[src/sv/uqpq_pkg.sv]
// Shared types and codes of the unique-key max priority queue.
// Holds the entry record, request and status codes and the cell control word.
// No dependencies; the unit, the cell and the checker import this package.
package uqpq_pkg;

  // Most entries one list request returns
  localparam int MAX_RESULTS = 32;

  typedef enum logic [1:0] {
    ACT_INSERT  = 2'd0,
    ACT_EXTRACT = 2'd1,
    ACT_LIST    = 2'd2,
    ACT_CLEAR   = 2'd3
  } action_t;

  typedef enum logic [1:0] {
    ST_OK    = 2'd0,
    ST_DUP   = 2'd1,
    ST_FULL  = 2'd2,
    ST_EMPTY = 2'd3
  } status_t;

  typedef struct packed {
    logic signed [31:0] prio;
    logic signed [31:0] key;
    logic [31:0]        payload;
  } entry_t;

  typedef enum logic [2:0] {
    CELL_HOLD   = 3'd0,
    CELL_INSERT = 3'd1,
    CELL_SHIFT  = 3'd2,
    CELL_ROTATE = 3'd3,
    CELL_CLEAR  = 3'd4
  } cell_op_t;

  // Broadcast to every cell of the row
  typedef struct packed {
    cell_op_t op;
    entry_t   ent;
  } cell_ctl_t;

endpackage

[src/sv/uqpq_cell.sv]
// One slot of the sorted entry row: holds an entry and its valid bit.
// Depends on uqpq_pkg for entry_t and the cell control word.
module uqpq_cell
  import uqpq_pkg::*;
(
  input  logic      clk,
  input  logic      rst,
  input  cell_ctl_t ctl,
  input  logic      prev_keep,
  input  entry_t    prev_ent,
  input  logic      prev_vld,
  input  entry_t    next_ent,
  input  logic      next_vld,
  input  entry_t    head_ent,
  output entry_t    ent,
  output logic      vld,
  output logic      keep,
  output logic      match
);

  entry_t ent_next;
  logic   vld_next;

  // Compare this slot against the broadcast entry
  assign keep  = vld && ($signed(ent.prio) >= $signed(ctl.ent.prio));
  assign match = vld && (ent.key == ctl.ent.key);

  // Pick the next contents from self, neighbors or the broadcast entry
  always_comb begin
    ent_next = ent;
    vld_next = vld;
    case (ctl.op)
      CELL_INSERT: begin
        if (!keep) begin
          if (prev_keep) begin
            ent_next = ctl.ent;
            vld_next = 1'b1;
          end else begin
            ent_next = prev_ent;
            vld_next = prev_vld;
          end
        end
      end
      CELL_SHIFT: begin
        ent_next = next_ent;
        vld_next = next_vld;
      end
      CELL_ROTATE: begin
        ent_next = (vld && !next_vld) ? head_ent : next_ent;
      end
      CELL_CLEAR: begin
        vld_next = 1'b0;
      end
      default: begin
        ent_next = ent;
        vld_next = vld;
      end
    endcase
  end

  always_ff @(posedge clk) begin
    if (rst) begin
      vld <= 1'b0;
    end else begin
      vld <= vld_next;
    end
  end

  always_ff @(posedge clk) begin
    ent <= ent_next;
  end

endmodule

[config.mk]
export PLATFORM = sky130hd
export DESIGN_NAME = uqpq_cell
export DESIGN_NICKNAME = d
export VERILOG_FILES = /design/src/sv/uqpq_pkg.sv /design/src/sv/uqpq_cell.sv
export SDC_FILE = /design/constraint.sdc
export NUM_CORES = 1
export LEC_CHECK = 0
export BUFFER_PORTS_ARGS = -buffer_cell sky130_fd_sc_hd__buf_2
export CAP_MARGIN = 20
export CORE_AREA = 4 4 190 192
export DETAILED_ROUTE_END_ITERATION = 7
export DIE_AREA = 0 0 194 196
export SLEW_MARGIN = 5
export SYNTH_ARGS = -nofsm -noshare
export SYNTH_HDL_FRONTEND = slang
export SYNTH_SLANG_ARGS = --single-unit
[constraint.sdc]
create_clock -name clk -period 11.44 [get_ports clk]
set_input_delay 1.716 -clock clk [delete_from_list [all_inputs] [get_ports clk]]
set_output_delay 1.716 -clock clk [all_outputs]
set_load 0.03 [all_outputs]
# Word-level counts from Yosys, hierarchy flattened
# Index checks and enable logic that the tools add are counted.
[word_totals] regBits=97 in_bits=392 output_inout_bits=99 elab_cells=26
[classes] n_lt_le_gt_ge=1 eq_ne=6 mux=7 n_reduce_logical=8
[ops] cell="two-way mux 96 bit" count=3
[ops] cell="case mux 96 bit (3 select lines)" count=1
[ops] cell="== test 32 bit" count=1
[ops] cell=">= comparator 32 bit" count=1
[ops] cell="== test 3 x 2 -> 1 bit, second input constant" count=2
[ops] cell="nonzero test 3 bit" count=2
[ops] cell="AND reduction 2 bit" count=2
[ops] cell="== test 3 x 1 -> 1 bit, second input constant" count=1
[ops] cell="== test 3 bit, second input constant" count=1
[ops] cell="logical AND 1 bit" count=3
[ops] cell="case mux 1 bit (3 select lines)" count=1
[ops] cell="two-way mux 1 bit" count=2
[ops] cell="inequality test 2 bit, second input constant" count=1
[ops] cell="logical NOT 1 bit" count=1

# Longest topological paths before layout
[depth] ltp_word=4 ltp_mapped=8 ltp_nobuf=8

# Worst setup path before layout
# No wires, ideal clock.
[synth_path] path_kind="input-to-reg" from="in ctl[94] (netlist name)" to="reg ent[0] (netlist name), enable pin" setup_ns=0.562 arrival_ns=7.448 t_required_ns=10.878 setup_slack_ns=3.429 cell_stages=8 n_path_buf=0 cell_sequence="inv_1 ha_1 nand4_2 nor2_2 a2111o_1 a311oi_1 a221oi_2 o21ai_1"
[synth_via] elab_chain_len=4
[synth_lines] item="from (decl)" line="uqpq_cell.sv:8" source="input cell_ctl_t ctl,"
[synth_lines] item=">= comparator 32 bit" line="uqpq_cell.sv:25" source="assign keep = vld && ($signed(ent.prio) >= $signed(ctl.ent.prio));"
[synth_lines] item="logical AND 1 bit" line="uqpq_cell.sv:25"
[synth_lines] item="net keep" line="uqpq_cell.sv:17" source="output logic keep,"
[synth_lines] item="inequality test 2 bit (no line)"
[synth_lines] item="AND reduction 2 bit (no line)"
[synth_lines] item="to (signal assigned)" line="uqpq_cell.sv:70" source="ent <= ent_next;"
[synth_lines] item="to (decl)" line="uqpq_cell.sv:15" source="output entry_t ent,"
# The timed path passes the listed nets, and every way through them passes these cells.
# A chain may end at the register's enable or synchronous reset.

# Worst setup path after layout
[layout_path] from="in ctl[94] (netlist name)" to="out keep"
[layout_via] elab_chain_len=2
[layout_lines] item=">= comparator 32 bit" line="uqpq_cell.sv:25"
[layout_lines] item="logical AND 1 bit" line="uqpq_cell.sv:25"
[layout_lines] item="to (decl)" line="uqpq_cell.sv:17"
# Every way passes these cells.

==> qor.yml <==
area_growth_pct: 43.9
cts_buffers: 9
seq_area_frac_synth_pct: 40.0
ff2ff_setup_slack_ns: 7.71
crit_top_cell: "buf_2"
crit_chain: "buf_2 > inv_1 > ha_1 > nand4_2 > nor2_2 > nor4b_4 > a311oi_1 > a221oi_2 > buf_2"
yosys.area.top_type: "edfxtp_1"
postPlaceCellArea_um2: 10200
start_kind: "primary input"
start_util_pct: 21.1
fin_tns_setup_ns: 0
drive_gt1_share_pct: 52.8
critPathKind: "in2out"
cts.path.max_buffers: 2
p_clk_share_pct: 27.4
crit_fanout: 4
maxSlewViolCount: 0
hold_slack_ns: 0.826
post_cts_buffers: 0
wl_per_cell_um: 17.2
overflow: 0
combPwrFrac_pct: 31.8
netlist_area_um2: 7260
maxCapViolCount: 0
syn_area_per_cell_um2: 10.4
grt_pass1_wl_um: 41100
antenna_left: 0
h-tree-depth: 3
cts_hold_buf: 0
rsz0062_at_grt: "no"
routabilityCongestion: 0.957
relSlewSlack_pct: 36.6
critPathArrivalTime_ns: 3.71
synth_most_common_cell: "nand2_1"
worstHoldPathType: "reg2reg"
routed_wl_um: 28000
synth_flop_cell: "edfxtp_1"
period_share_pct: 47.4
num_io_pins: 491
clkTransAtPathRegs_ns: 0.07
synthCells: 698
dp_hpwl_um: 22900
clk_latency_ns: 0.35
synth-seq-cells: 97
grtUsageTotal_pct: 13.7
rows: 68
status: "complete, no violations"
cp_slowest_stage_delay_ns: 0.38
critical_path.slowest_cell: "a221oi_2"
vdd_drop_max_mv: 0.0792
yosysWarnings: 0
switching_share_pct: 33.9
finalSetupViolCount: 0
synthesis.nets: 1122
design_area_um2: 10400
io_buffers: 490
worst_ep_required_time_ns: 9.72
post_cts_resized: 0
dieArea_um2: 38000
firstDrtPassIters: 5
drc: 0
die_w_um: 194
cts_sinks: 97
final_nets: 1587
synthTopCellsByCount: "nand2_1, o21ai_0, edfxtp_1, mux2_2, mux2i_1"
cts-root-buf: "clkbuf_16"
tightestPinTransition_ns: 0.952
synth_edf_count: 96
dieHeight_um: 196
intPower_uw: 733
grt_pass1_vias: 7286
p_sw_uw: 376
fin_crit_ns: 5.43
core_area_um2: 34400
antenna_found_initial: 1
tritoncts: "yes"
power.density_nw_per_um2: 106
ys_types: 36
crit_path_end_kind: "output port"
synthTopCellsByArea: "edfxtp_1, mux2_2, mux2i_1"
clock.fmax_mhz: 184
vias: 7006
clock_skew_ns: 0.0139
seqPwrFrac_pct: 40.9
p_leak_nw: 5.47
async_flop_share_pct: 0
vias_per_cell: 4.31
grt_max_degree: 97
drtIter0Drc: 247
hold_viol: 0
synthDominantCellAreaShare_pct: 39.7
## power by group through the flow
stage | clock network [mW] | registers [mW] | logic [mW]
CTS | 0.324 | 0.454 | 0.357
floorplan | 0 | 0.528 | 0.138
global placement | 0 | 0.461 | 0.353
detailed placement | 0 | 0.461 | 0.356
finish | 0.304 | 0.453 | 0.352
global route | 0.335 | 0.457 | 0.386
## metrics by stage
step / utilization, % / worst slack [ns] / std cells / total power, mW
4_1_cts: 30.4 / 6.00 / 1623 / 1.13
6_report: 30.4 / 6.01 / 1624 / 1.11
2_1_floorplan: - / 3.43 / 698 / 0.666
3_5_place_dp: 29.6 / 6.01 / 1607 / 0.818
5_1_grt: 30.4 / 5.87 / 1624 / 1.18
3_3_place_gp: 29.6 / 6.03 / 1607 / 0.814
## kinds of logic after synthesis
family | count (synthesis) | share of synthesized area, %
buf+inv | 79 | 4.43
compound gates | 130 | 9.72
flops | 97 | 40.0
mux | 192 | 28.1
simple gates | 136 | 8.37
fa+ha+maj | 32 | 5.51
xor+xnor | 32 | 3.86
## routing by layer
layer	global-route usage, %	share of wire [%]	vias up
met5	0	0	-
li1	-	-	3472
met3	2.87	6.3	28
met4	4.17	2.2	0
met2	24.5	51	282
met1	16.5	40	3224
## cell usage in the layout (no fill, tap or decap), types with 2 or more instances in the layout
| master | n |
|---|---|
| a21o_1 | 5 |
| a21oi_1 | 15 |
| buf_2 | 489 |
| buf_4 | 8 |
| clkbuf_16 | 9 |
| edfxtp_1 | 96 |
| ha_1 | 32 |
| inv_1 | 36 |
| inv_6 | 4 |
| mux2_2 | 96 |
| mux2i_1 | 96 |
| nand2_1 | 102 |
| nand2b_1 | 2 |
| nand3_1 | 7 |
| nand4_1 | 9 |
| nand4_2 | 2 |
| nor2_1 | 2 |
| nor3_1 | 4 |
| nor4_1 | 4 |
| o211ai_1 | 2 |
| o21ai_0 | 99 |
| xnor2_1 | 28 |
| xor2_1 | 4 |
## worst max-delay path, delay by kind of cell
| family | cells | cell delay, ns |
|---|---|---|
| AO/OA/AOI/OAI | 2 | 0.58 |
| adder cells (fa/ha/maj) | 1 | 0.33 |
| buffers and inverters | 3 | 0.44 |
| AND/OR/NAND/NOR | 3 | 0.64 |
## worst paths after layout
kind / from / endpoint / cells after the start
worst max-delay path: ctl[94] / keep / 9
worst min-delay path: vld / vld / 4
worst max register to register: ent[90] / ent[34] / 9
worst min register to register: vld / vld / 4
## layout make-up
class / instances / area, um^2
Clock inverter: 6 / 47.5
Inverter: 36 / 135
Clock buffer: 10 / 229
Timing Repair Buffer: 497 / 2510
Antenna cell: 1 / 2.50
Fill cell: 3660 / 23900
Tap cell: 455 / 569
Sequential cell: 97 / 2900
Multi-Input combinational cell: 522 / 4060
## registers in the layout, summed over array words and instances (netlist names)
signal  count
ent        96
vld         1
Note: power is estimated with default switching activity, not from simulation.
